$ cat src/hdl/assert_macros.svh
// Shared concurrent assertion macros for the RTL.
`ifndef ASSERT_MACROS_SVH
`define ASSERT_MACROS_SVH

// Same-cycle implication, checked at every rising clock edge out of reset.
`define ASSERT_IMP(label, clk, rst, ante, cons) \
   label: assert property (@(posedge clk) disable iff (rst) (ante) |-> (cons)) \
      else $error("assertion failed");

// Next-cycle implication, checked at every rising clock edge out of reset.
`define ASSERT_NXT(label, clk, rst, ante, cons) \
   label: assert property (@(posedge clk) disable iff (rst) (ante) |=> (cons)) \
      else $error("assertion failed");

`endif

$ cat src/hdl/twbpd_pkg.sv
package twbpd_pkg;

   localparam int PitchW  = 17;
   localparam int GyroW   = 16;
   localparam int GainW   = 16;
   localparam int GearW   = 3;
   localparam int TiltW   = 16;
   localparam int DutyW   = 12;
   localparam int IntegW  = 19;
   localparam int SmoothW = 12;
   localparam int RampW   = 10;
   localparam int DivW    = 2;
   localparam int AddrW   = 5;
   localparam int DataW   = 32;
   localparam int SumW    = 42;
   localparam int ClampW  = 28;

   typedef enum logic [2:0] {
      REG_GAIN_PROP   = 3'd0,
      REG_GAIN_INTEG  = 3'd1,
      REG_GAIN_RATE   = 3'd2,
      REG_SPEED_GEAR  = 3'd3,
      REG_TILT_CUTOFF = 3'd4,
      REG_RAMP_TILT   = 3'd5
   } reg_index_type;

   typedef struct packed {
      logic [GainW-1:0] gain_prop;
      logic [GainW-1:0] gain_integ;
      logic [GainW-1:0] gain_rate;
      logic [GearW-1:0] speed_gear;
      logic [TiltW-1:0] tilt_cutoff;
      logic [TiltW-1:0] ramp_tilt;
   } cfg_type;

   localparam cfg_type CfgReset = '{
      gain_prop:   16'd25600,
      gain_integ:  16'd0,
      gain_rate:   16'd13,
      speed_gear:  3'd4,
      tilt_cutoff: 16'd12800,
      ramp_tilt:   16'd1280
   };

   // Integrator limit is 1000 degrees in Q8.8; drive limit is 1500 in Q16.16.
   localparam logic signed [IntegW-1:0] IntegLim    = 19'sd256000;
   localparam logic signed [IntegW-1:0] IntegLimNeg = -19'sd256000;
   localparam logic signed [SumW-1:0]   DriveLim    = 42'sd98304000;
   localparam logic signed [SumW-1:0]   DriveLimNeg = -42'sd98304000;

   // floor(x * 6554 / 65536) equals floor(x / 10) for every x up to 16000.
   localparam logic [12:0] Recip10 = 13'd6554;

   localparam logic [RampW-1:0] RampMax = 10'd600;
   localparam logic [DutyW-1:0] DutyMax = 12'd2100;

   function automatic logic [RampW-1:0] gear_limit(input logic [GearW-1:0] gear);
      logic [RampW-1:0] lim;
      case (gear)
         3'd1: begin
            lim = 10'd300;
         end
         3'd2: begin
            lim = 10'd400;
         end
         3'd3: begin
            lim = 10'd500;
         end
         3'd4: begin
            lim = 10'd600;
         end
         default: begin
            lim = 10'd400;
         end
      endcase
      return lim;
   endfunction

endpackage

$ cat src/hdl/twbpd_csr.sv
module twbpd_csr import twbpd_pkg::*; (
   input  logic             clock,
   input  logic             reset,
   input  logic             psel,
   input  logic             penable,
   input  logic             pwrite,
   input  logic [AddrW-1:0] paddr,
   input  logic [DataW-1:0] pwdata,
   output logic [DataW-1:0] prdata,
   output logic             pready,
   output cfg_type          cfg
);

   cfg_type       cfg_ff;
   cfg_type       cfg_in;
   reg_index_type reg_sel;
   logic          wr_en;

   assign reg_sel = reg_index_type'(paddr[AddrW-1:2]);
   assign wr_en   = psel && penable && pwrite;
   assign pready  = 1'b1;
   assign cfg     = cfg_ff;

   always_comb begin
      cfg_in = cfg_ff;
      if (wr_en) begin
         case (reg_sel)
            REG_GAIN_PROP: begin
               cfg_in.gain_prop = pwdata[GainW-1:0];
            end
            REG_GAIN_INTEG: begin
               cfg_in.gain_integ = pwdata[GainW-1:0];
            end
            REG_GAIN_RATE: begin
               cfg_in.gain_rate = pwdata[GainW-1:0];
            end
            REG_SPEED_GEAR: begin
               cfg_in.speed_gear = pwdata[GearW-1:0];
            end
            REG_TILT_CUTOFF: begin
               cfg_in.tilt_cutoff = pwdata[TiltW-1:0];
            end
            REG_RAMP_TILT: begin
               cfg_in.ramp_tilt = pwdata[TiltW-1:0];
            end
            default: begin
               cfg_in = cfg_ff;
            end
         endcase
      end
   end

   always_comb begin
      case (reg_sel)
         REG_GAIN_PROP: begin
            prdata = DataW'(cfg_ff.gain_prop);
         end
         REG_GAIN_INTEG: begin
            prdata = DataW'(cfg_ff.gain_integ);
         end
         REG_GAIN_RATE: begin
            prdata = DataW'(cfg_ff.gain_rate);
         end
         REG_SPEED_GEAR: begin
            prdata = DataW'(cfg_ff.speed_gear);
         end
         REG_TILT_CUTOFF: begin
            prdata = DataW'(cfg_ff.tilt_cutoff);
         end
         REG_RAMP_TILT: begin
            prdata = DataW'(cfg_ff.ramp_tilt);
         end
         default: begin
            prdata = '0;
         end
      endcase
   end

   always_ff @(posedge clock) begin
      if (reset) begin
         cfg_ff <= CfgReset;
      end else begin
         cfg_ff <= cfg_in;
      end
   end

endmodule

$ cat config.mk
export PLATFORM = sky130hd
export DESIGN_NAME = twbpd_csr
export DESIGN_NICKNAME = d
export VERILOG_FILES = /design/src/hdl/assert_macros.svh /design/src/hdl/twbpd_pkg.sv /design/src/hdl/twbpd_csr.sv
export SDC_FILE = /design/constraint.sdc
export NUM_CORES = 1
export LEC_CHECK = 0
export BUFFER_PORTS_ARGS = -buffer_cell sky130_fd_sc_hd__buf_2
export CORE_MARGIN = 10
export CORE_UTILIZATION = 49
export CTS_CLUSTER_SIZE = 14
export DETAILED_ROUTE_END_ITERATION = 6
export PLACE_DENSITY_LB_ADDON = 0.25
export SETUP_SLACK_MARGIN = 0.05
export SYNTH_ARGS = -nofsm -noshare
export SYNTH_HDL_FRONTEND = slang
export SYNTH_SLANG_ARGS = --single-unit
export TNS_END_PERCENT = 5
$ cat constraint.sdc
create_clock -name clock -period 1.4 [get_ports clock]
set_input_delay 0.07 -clock clock [delete_from_list [all_inputs] [get_ports clock]]
set_output_delay 0.07 -clock clock [all_outputs]
set_load 0.05 [all_outputs]
==> results.md <==
* Status: finished, violations left
* Failing checks: negative setup slack
* Clk Tree Root Cell: clkbuf_8
* Power Dens Cells at 912 mW/mm^2
* Post-Syn Instances at 449
* Fillers at 654
* First DRT Iteration DRCs at 201
* Crit path cell chain: mux2_2, a221oi_2, buf_4, a21oi_4, buf_6
* Total I/O pin count at 158
* Worst R2R Setup Slack at 0.61 ns
* Netlist cell types at 34
* Reg area at 0.00169 sq mm
* Die ar. at 0.0126 sq mm
* Max stage delay on crit path at 0.35 ns
* Mapped cell area at 0.00417 sq mm
* Fin. Hold Viols at 0
* Startpoint types: flip-flop
* # clock sinks at 83
* WL final at 14,100 microns
* DR WL/cell at 19.7 microns
* Cell row count at 33
* Min-Delay Endpoint: cfg[33]
* Placer Congestion at 0.842
* Post-route worst setup slack at -0.225 ns
* CP max stage cell: dfxtp_2
* Global-route wire length before repair at 22,300 microns
* Hold Path Depth at 3
* Final Setup Violations at 15
* CTS tree: yes
* Initial core utilization at 50.4%
* Fin crit share at 116%
* Initial antenna violation count at 1
* Layout area overhead at 40.3%
* Port Buffers at 122
* Max Buffers Root-to-Sink at 2
* Critical R2R Capture: cfg[35]
* Yosys Warn Count at 0
* Register bit count reported by yosys at 83
* Critical Path AT at 1.55 ns
* Number of nets in the layout at 650
* Total track usage at 21.6%
* Number of global-route vias before repair at 4,177
* H-tree level count at 3
* Pre-antenna DRT Iters at 5
* CTS clk-pin slew, worst paths at 0.08 ns
* Setup CP Type: flip-flop to output pin
* Clock buffer count from CTS at 9
* Worst Skew at 0 ns
* Post-synthesis sequential area ratio at 39.9%
* Area of the core at 0.00826 sq mm
* Maxcap violations at 0
* Die span in y at 112 microns
* Pin count of the biggest net entering global routing at 86
* Worst-Skew Late Latency at 0.35 ns
* Via/cell ratio at 5.58
* Final min period at 1.62 ns
* Die width at 112 microns
* Crit path max fanout at 3
* WP data required at 1.33 ns
* Max Clock Freq at 0.616 GHz
* # DRC at 0
* Grt total ovfl at 0
* Worst setup EP type: output pin
* Hold_sp: pwdata[1]
* Final setup TNS at -2.04 ns
* P_leak at 2.77 nW
* Avg Inst Size Synth at 9.28 sq um
* Layout cells sized above 1 at 42.8%
* R2R depth at 2
* Worst VDD drop at 0.597 mV
* Reg2reg start: cfg[35]
* Total number of vias at 4,010
* Hpwl dp at 10,300 microns
* Max reg flops at 83
* Crit path from: cfg[37]
* Post-route ant nets at 0
* RSZ-0062 raised after global routing: true
* Tightest Hold Check Type: input port to flip-flop
* Area of the multi-input gates at 0.00246 sq mm
* Final Max Tran Viols at 0
* Final Core Density at 70.7%
[metrics by stage]
| stage | cell area (sq um) | worst slack (ns) | hold slack, ns | total power [mW] | cells |
|---|---|---|---|---|---|
| floorplan | 4380 | -0.00460 | 0.218 | 3.04 | 464 |
| global placement | 5290 | -0.0702 | 0.344 | 3.27 | 689 |
| detailed placement | 5290 | -0.117 | 0.349 | 3.27 | 689 |
| CTS | 5830 | -0.209 | 0.000181 | 5.32 | 717 |
| global route | 5840 | -0.296 | 0.00120 | 5.49 | 718 |
| finish | 5840 | -0.225 | 0.00533 | 5.33 | 718 |
[cells in the final DEF (no fill, tap or decap), types with 8 or more instances in the layout]
cell type / synthesis / final
nor2_1: 24 / 19
dfxtp_2: 0 / 19
nor2b_1: 17 / 16
buf_2: 5 / 106
dlygate4sd3_1: 0 / 12
mux2i_1: 57 / 57
buf_6: 4 / 8
buf_4: 25 / 51
dfxtp_1: 83 / 64
nand3_1: 18 / 18
nand2b_1: 58 / 58
a21oi_1: 20 / 18
mux2_2: 17 / 17
o21ai_0: 45 / 44
conb_1: 2 / 17
a22oi_1: 16 / 9
clkbuf_8: 0 / 9
buf_12: 0 / 8
[how the worst max path moves through the flow]
| stage | slack [ns] | to | cells after the start |
|---|---|---|---|
| 6_report | -0.22 | prdata[2] | 5 |
| 3_5_place_dp | -0.12 | prdata[0] | 8 |
| 4_1_cts | -0.21 | prdata[1] | 3 |
| 2_1_floorplan | -0.005 | prdata[0] | 3 |
| 3_3_place_gp | -0.07 | prdata[7] | 6 |
| 5_1_grt | -0.30 | prdata[2] | 5 |
[Yosys cell counts]
library cell,count,area [sq um]
nor2_1,24,90.1
and4b_1,1,10.0
mux4_2,1,22.5
a211o_1,2,17.5
and4_1,1,8.76
and3_1,2,12.5
nand2b_1,58,363
o22ai_1,7,43.8
a221oi_1,7,61.3
conb_1,2,7.51
or2_2,1,6.26
o2bb2ai_1,1,8.76
o21ai_0,45,225
buf_2,5,25.0
o21a_1,6,45.0
nand3_4,1,17.5
mux2_2,17,191
buf_6,4,45.0
nand3_1,18,90.1
clkbuf_1,20,75.1
a22oi_1,16,120
buf_1,1,3.75
a21oi_1,20,100
buf_4,25,188
clkinv_1,1,3.75
nand2_4,1,11.3
nand4_1,1,6.26
nand2_1,1,3.75
dfxtp_1,83,1660
mux2i_1,57,571
nor2b_1,17,106
nand4b_1,1,8.76
a22o_1,1,8.76
nand2_2,1,6.26
[worst max-delay path, delay by kind of cell (launching register included)]
kind | cells | cell delay (ns)
buffers and inverters | 2 | 0.32
flip-flops | 1 | 0.35
AO/OA/AOI/OAI | 2 | 0.27
multiplexers | 1 | 0.28
[logic make-up (layout without fill, tap and decap cells)]
family / count (synthesis) / after routing / synth area share (%)
AND/OR/NAND/NOR: 128 / 128 / 17.8
AO/OA/AOI/OAI: 105 / 105 / 15.1
flip-flops: 83 / 83 / 39.9
multiplexers: 75 / 75 / 18.8
other: 2 / 18 / 0.180
buffers and inverters: 56 / 204 / 8.17
[layout make-up]
type	instances	share of cell area [%]
Clock inverter	5	1.76
Sequential cell	83	28.8
Antenna cell	1	0.0428
Timing Repair Buffer	188	22.7
Clock buffer	10	2.18
Inverter	1	0.0643
Tap cell	105	2.25
Multi-Input combinational cell	325	42.1
[where the power goes]
group / internal [mW] / switching, mW / total (mW)
combinational: 0.330 / 0.586 / 0.916
sequential: 2.38 / 0.0150 / 2.39
clock: 1.17 / 0.849 / 2.02
[per-layer routing]
layer	GRT usage (%)	wire, microns
met1	25.3	5670
met2	36.3	7040
met3	6.76	1120
met4	7.61	297
met5	0	0
[what timing repair did]
item,CTS,global route
endpoints found under the hold margin,12,0
hold buffers,12,0
endpoints found under the setup margin,16,16
pin swaps,0,1
gates resized for setup,56,7
buffers inserted,1,0
(Power assumes the default switching activity.)
