$ cat src/hdl/assert_macros.svh
// Shared concurrent assertion macros for the RTL.
`ifndef ASSERT_MACROS_SVH
`define ASSERT_MACROS_SVH

// Same-cycle implication, checked at every rising clock edge out of reset.
`define ASSERT_IMP(label, clk, rst, ante, cons) \
   label: assert property (@(posedge clk) disable iff (rst) (ante) |-> (cons)) \
      else $error("assertion failed");

// Next-cycle implication, checked at every rising clock edge out of reset.
`define ASSERT_NXT(label, clk, rst, ante, cons) \
   label: assert property (@(posedge clk) disable iff (rst) (ante) |=> (cons)) \
      else $error("assertion failed");

`endif

$ cat src/hdl/twbpd_pkg.sv
package twbpd_pkg;

   localparam int PitchW  = 17;
   localparam int GyroW   = 16;
   localparam int GainW   = 16;
   localparam int GearW   = 3;
   localparam int TiltW   = 16;
   localparam int DutyW   = 12;
   localparam int IntegW  = 19;
   localparam int SmoothW = 12;
   localparam int RampW   = 10;
   localparam int DivW    = 2;
   localparam int AddrW   = 5;
   localparam int DataW   = 32;
   localparam int SumW    = 42;
   localparam int ClampW  = 28;

   typedef enum logic [2:0] {
      REG_GAIN_PROP   = 3'd0,
      REG_GAIN_INTEG  = 3'd1,
      REG_GAIN_RATE   = 3'd2,
      REG_SPEED_GEAR  = 3'd3,
      REG_TILT_CUTOFF = 3'd4,
      REG_RAMP_TILT   = 3'd5
   } reg_index_type;

   typedef struct packed {
      logic [GainW-1:0] gain_prop;
      logic [GainW-1:0] gain_integ;
      logic [GainW-1:0] gain_rate;
      logic [GearW-1:0] speed_gear;
      logic [TiltW-1:0] tilt_cutoff;
      logic [TiltW-1:0] ramp_tilt;
   } cfg_type;

   localparam cfg_type CfgReset = '{
      gain_prop:   16'd25600,
      gain_integ:  16'd0,
      gain_rate:   16'd13,
      speed_gear:  3'd4,
      tilt_cutoff: 16'd12800,
      ramp_tilt:   16'd1280
   };

   // Integrator limit is 1000 degrees in Q8.8; drive limit is 1500 in Q16.16.
   localparam logic signed [IntegW-1:0] IntegLim    = 19'sd256000;
   localparam logic signed [IntegW-1:0] IntegLimNeg = -19'sd256000;
   localparam logic signed [SumW-1:0]   DriveLim    = 42'sd98304000;
   localparam logic signed [SumW-1:0]   DriveLimNeg = -42'sd98304000;

   // floor(x * 6554 / 65536) equals floor(x / 10) for every x up to 16000.
   localparam logic [12:0] Recip10 = 13'd6554;

   localparam logic [RampW-1:0] RampMax = 10'd600;
   localparam logic [DutyW-1:0] DutyMax = 12'd2100;

   function automatic logic [RampW-1:0] gear_limit(input logic [GearW-1:0] gear);
      logic [RampW-1:0] lim;
      case (gear)
         3'd1: begin
            lim = 10'd300;
         end
         3'd2: begin
            lim = 10'd400;
         end
         3'd3: begin
            lim = 10'd500;
         end
         3'd4: begin
            lim = 10'd600;
         end
         default: begin
            lim = 10'd400;
         end
      endcase
      return lim;
   endfunction

endpackage

$ cat src/hdl/twbpd_wheel.sv
module twbpd_wheel import twbpd_pkg::*; (
   input  logic                      clock,
   input  logic                      reset,
   input  logic                      upd_pid,
   input  logic                      load_drive,
   input  logic                      upd_smooth,
   input  logic signed [PitchW-1:0]  pitch,
   input  logic signed [GyroW-1:0]   gyro,
   input  cfg_type                   cfg,
   output logic signed [SmoothW-1:0] smooth_new
);

   logic signed [IntegW-1:0]   integ_ff;
   logic signed [IntegW-1:0]   integ_in;
   logic signed [SmoothW-1:0]  smooth_ff;
   logic signed [SmoothW-1:0]  smooth_in;
   logic signed [SmoothW-1:0]  drive_ff;
   logic signed [SmoothW-1:0]  drive_in;

   logic signed [IntegW:0]     acc_raw;
   logic signed [33:0]         p_prop;
   logic signed [35:0]         p_integ;
   logic signed [32:0]         p_rate;
   logic signed [SumW-1:0]     sum;
   logic signed [SumW-1:0]     sum_clamp;
   logic signed [ClampW-1:0]   clamp_n;
   logic signed [ClampW-1:0]   clamp_abs;
   logic [10:0]                drive_mag;
   logic signed [15:0]         blend;
   logic signed [15:0]         blend_neg;
   logic [13:0]                blend_mag;
   logic [26:0]                tenth_prod;
   logic [10:0]                tenth;

   // Integrator accumulates pitch and saturates at 1000 degrees either way.
   always_comb begin
      acc_raw = (IntegW+1)'(integ_ff) + (IntegW+1)'(pitch);
      if (acc_raw > (IntegW+1)'(IntegLim)) begin
         integ_in = IntegLim;
      end else if (acc_raw < (IntegW+1)'(IntegLimNeg)) begin
         integ_in = IntegLimNeg;
      end else begin
         integ_in = acc_raw[IntegW-1:0];
      end
   end

   assign p_prop  = pitch * $signed({1'b0, cfg.gain_prop});
   assign p_integ = integ_in * $signed({1'b0, cfg.gain_integ});
   assign p_rate  = gyro * $signed({1'b0, cfg.gain_rate});
   assign sum     = SumW'(p_prop) + SumW'(p_integ) + (SumW'(p_rate) <<< 8);

   // Saturate the Q16.16 sum, drop the fraction toward zero, and negate.
   always_comb begin
      if (sum > DriveLim) begin
         sum_clamp = DriveLim;
      end else if (sum < DriveLimNeg) begin
         sum_clamp = DriveLimNeg;
      end else begin
         sum_clamp = sum;
      end
      clamp_n   = sum_clamp[ClampW-1:0];
      clamp_abs = clamp_n[ClampW-1] ? -clamp_n : clamp_n;
      drive_mag = clamp_abs[26:16];
      if (clamp_n[ClampW-1]) begin
         drive_in = $signed({1'b0, drive_mag});
      end else begin
         drive_in = -$signed({1'b0, drive_mag});
      end
   end

   // Smoothing (9*last + new) / 10 with truncation toward zero.
   always_comb begin
      blend      = (16'(smooth_ff) <<< 3) + 16'(smooth_ff) + 16'(drive_ff);
      blend_neg  = -blend;
      blend_mag  = blend[15] ? blend_neg[13:0] : blend[13:0];
      tenth_prod = 27'(blend_mag) * 27'(Recip10);
      tenth      = tenth_prod[26:16];
      if (blend[15]) begin
         smooth_in = -$signed({1'b0, tenth});
      end else begin
         smooth_in = $signed({1'b0, tenth});
      end
   end

   assign smooth_new = smooth_in;

   always_ff @(posedge clock) begin
      if (reset) begin
         integ_ff  <= '0;
         smooth_ff <= '0;
      end else begin
         if (upd_pid) begin
            integ_ff <= integ_in;
         end
         if (upd_smooth) begin
            smooth_ff <= smooth_in;
         end
      end
   end

   always_ff @(posedge clock) begin
      if (load_drive) begin
         drive_ff <= drive_in;
      end
   end

endmodule

$ cat config.mk
export PLATFORM = sky130hd
export DESIGN_NAME = twbpd_wheel
export DESIGN_NICKNAME = d
export VERILOG_FILES = /design/src/hdl/assert_macros.svh /design/src/hdl/twbpd_pkg.sv /design/src/hdl/twbpd_wheel.sv
export SDC_FILE = /design/constraint.sdc
export NUM_CORES = 2
export LEC_CHECK = 0
export CORE_MARGIN = 5
export CORE_UTILIZATION = 30
export CTS_BUF_LIST = sky130_fd_sc_hd__clkbuf_8 sky130_fd_sc_hd__clkbuf_16
export CTS_CLUSTER_DIAMETER = 50
export DETAILED_ROUTE_END_ITERATION = 6
export DONT_BUFFER_PORTS = 1
export SLEW_MARGIN = 20
export SYNTH_ARGS = -nofsm -noshare
export SYNTH_HDL_FRONTEND = slang
export SYNTH_SLANG_ARGS = --single-unit
$ cat constraint.sdc
create_clock -name clock -period 35.8 [get_ports clock]
set_input_delay 0 -clock clock [delete_from_list [all_inputs] [get_ports clock]]
set_output_delay 0 -clock clock [all_outputs]
set_load 0.01 [all_outputs]
==> results.sh <==
export IMPL_dp_hpwl_um=91800
export IMPL_tritoncts="built"
export IMPL_htreeDepth=2
export IMPL_core_mm2=0.139
export IMPL_crit_type="reg2reg"
export IMPL_worst_path_max_fanout=130
export IMPL_cts_setup_buffers=0
export IMPL_cp_slowest_stage_delay_ps=730
export IMPL_n_antenna_cell=0
export IMPL_viasPerCell=4.73
export IMPL_hold_path_class="in2reg"
export IMPL_crit_buf_inv=6
export IMPL_dr_pass1_iters=6
export IMPL_antenna_left=0
export IMPL_synth_avg_cell_area_um2=9.05
export IMPL_grt_pass1_wl_um=179000
export IMPL_use_met2=0.252
export IMPL_drive_above_1_share=0.0180
export IMPL_stdcell_area_mm2=0.0440
export IMPL_yosysSeqAreaShare=0.0233
export IMPL_dpl_cell_area_mm2=0.0438
export IMPL_fillCellCount=14500
export IMPL_hold_violations=0
export IMPL_dieHeight_um=384
export IMPL_fin_crit_ps=14840
export IMPL_timing_fmax_mhz=67.4
export IMPL_fin_crit_sh=0.415
export IMPL_syn_instance_count=4641
export IMPL_io_pins=133
export IMPL_r2r_slack_ps=20960
export IMPL_die_x_um=384
export IMPL_track_usage=0.150
export IMPL_grt_pass1_vias=32659
export IMPL_reg2reg_depth=47
export IMPL_grt_max_degree=131
export IMPL_syn_num_nets=6180
export IMPL_portBuffers=0
export IMPL_grt_util_met3=0.0148
export IMPL_min_from="upd_pid"
export IMPL_regArea_um2=981
export IMPL_multi_input_area_mm2=0.0360
export IMPL_area_growth_pct=4.79
export IMPL_yosysWarnings=0
export IMPL_initial_core_util=0.301
export IMPL_antenna_found_initial=3
export IMPL_relSlewSlack=0.227
export IMPL_yosys_register_bits=43
export IMPL_postCtsHoldBufs=5
export IMPL_clk_pin_slew_ps=80
export IMPL_syn_area_mm2=0.0420
export IMPL_finalSetupViolations=0
export IMPL_timing_rr_start="integ_ff[0]"
export IMPL_cts_resized=0
export IMPL_drt_iter0_drc=1899
export IMPL_fin_tns_setup_ps=0
export IMPL_cp_start_kind="flip-flop"
export IMPL_tightest_slew_ps=1160
export IMPL_clockRootBuffer="clkbuf_16"
export IMPL_rsz0062_at_grt="no"
export IMPL_dp_cells=6357
export IMPL_rows=137
export IMPL_whs_endpoint="integ_ff[17]"
export IMPL_top_usage_layer="met2"
export IMPL_vias=30126
export IMPL_clock_sinks=43
export IMPL_drv_cap=0
export IMPL_arrival_ps=14950
export IMPL_critical_path_most_common_cell="fa_1"
export IMPL_whs_ps=176
export IMPL_clk_latency_ps=310
export IMPL_required_ps=35910
export IMPL_place_congestion=0.881
export IMPL_wl_per_cell_um=16.9
export IMPL_cp_slowest_cell="buf_4"
export IMPL_cts_buffers=5
export IMPL_cp_top_family="adder cells"
export IMPL_synth_ff_type="dfxtp_1"
export IMPL_min_delay_path_depth=3
export IMPL_async_flop_share=0
export IMPL_slew_violations=0
export IMPL_grtUsageMet1=0.212
export IMPL_reg2reg_to="drive_ff[4]"
export IMPL_clockBufferDepth=2
export IMPL_timing_critical_path_from="integ_ff[0]"
export IMPL_routed_wl_um=108000
export IMPL_nets=6032
export IMPL_route_detailed_drc=0
export IMPL_status="finished, final reports clean"
export IMPL_die_area_mm2=0.148
export IMPL_grt_ovfl_total=0
export IMPL_end_kind="flip-flop"
export IMPL_yosysUniqueCellTypes=99
export IMPL_synth_edf_count=12
export IMPL_fin_cells=6370
export IMPL_finClkSkew_ps=18.8
-- area by class of cell --
| type | count | area share |
|---|---|---|
| clock inverter | 1 | 0.0000853 |
| multi-input combinational | 3262 | 0.818 |
| tap | 1876 | 0.0533 |
| clock buffer | 7 | 0.00347 |
| timing repair buffer | 23 | 0.00421 |
| inverter | 1158 | 0.0987 |
| sequential | 43 | 0.0223 |
-- state kept, by name, summed over array words and instances, names as in the netlist --
name / flops
smooth_ff: 12
integ_ff: 19
drive_ff: 12
-- worst max path at each step --
stage                             end  depth (start not counted)
after floorplan           drive_ff[4]                         54
after global placement    drive_ff[4]                         47
after detailed placement  drive_ff[4]                         47
after CTS                 drive_ff[4]                         47
after global routing      drive_ff[4]                         47
final                     drive_ff[4]                         47
-- cells in the mapped netlist (19+ instances only) --
cell type / instances / area share
o21ai_0: 64 / 0.0076
nand3_1: 32 / 0.0038
a211oi_1: 21 / 0.0038
o21a_1: 23 / 0.0041
nor2_1: 111 / 0.0099
inv_1: 1158 / 0.10
nand2b_1: 29 / 0.0043
o211ai_1: 19 / 0.0034
a21oi_1: 103 / 0.012
and3_1: 145 / 0.022
nand2_1: 504 / 0.045
ha_1: 418 / 0.12
xor2_1: 35 / 0.0073
xnor2_1: 92 / 0.019
a21o_1: 46 / 0.0082
nor3_1: 40 / 0.0048
or3_1: 23 / 0.0034
dfxtp_1: 31 / 0.015
clkbuf_1: 155 / 0.014
fa_1: 1000 / 0.48
and2_1: 301 / 0.045
-- cell families (layout without fill, tap and decap cells) --
group                    Yosys count  count (layout)  synth area share
AND/OR/NAND/NOR                 1284            1284             0.156
buffers and inverters           1336            1189             0.120
XOR/XNOR                         129             129            0.0275
adder cells (fa/ha/maj)         1418            1418             0.601
multiplexers                      20              20           0.00485
flip-flops                        43              43            0.0233
AO/OA/AOI/OAI                    411             411            0.0675
-- tightest hold or removal path, delay by kind of cell --
family	cells	cell delay (ps)
simple gates	1	140
buf+inv	1	240
compound gates	1	60
-- cells in the final DEF, fill, tap and decap left out, drive strengths merged, types with 23 or more instances in the layout --
cell,n
dfxtp,31
or3,23
o21a,23
and2,304
fa,1000
o21ai,68
and3,147
a211oi,23
nor2,112
nand2b,29
xor2,36
inv,1159
xnor2,93
a21o,46
ha,418
a21oi,105
nor3,41
nand2,506
nand3,33
-- per-layer routing --
metal  wire length (µm)  share of wire
met1              49100           0.46
met2              50700           0.47
met3               5660          0.053
met4               2220          0.021
met5                  0              0
-- stage by stage --
step           utilization  setup slack (ps)
2_1_floorplan            -             22490
3_3_place_gp         0.314             21240
3_5_place_dp         0.314             21110
4_1_cts              0.316             21060
5_1_grt              0.316             20320
6_report             0.316             20960
Power is not shown: default switching activity piles up to over one toggle a cycle in this logic, so the estimate is an artifact.
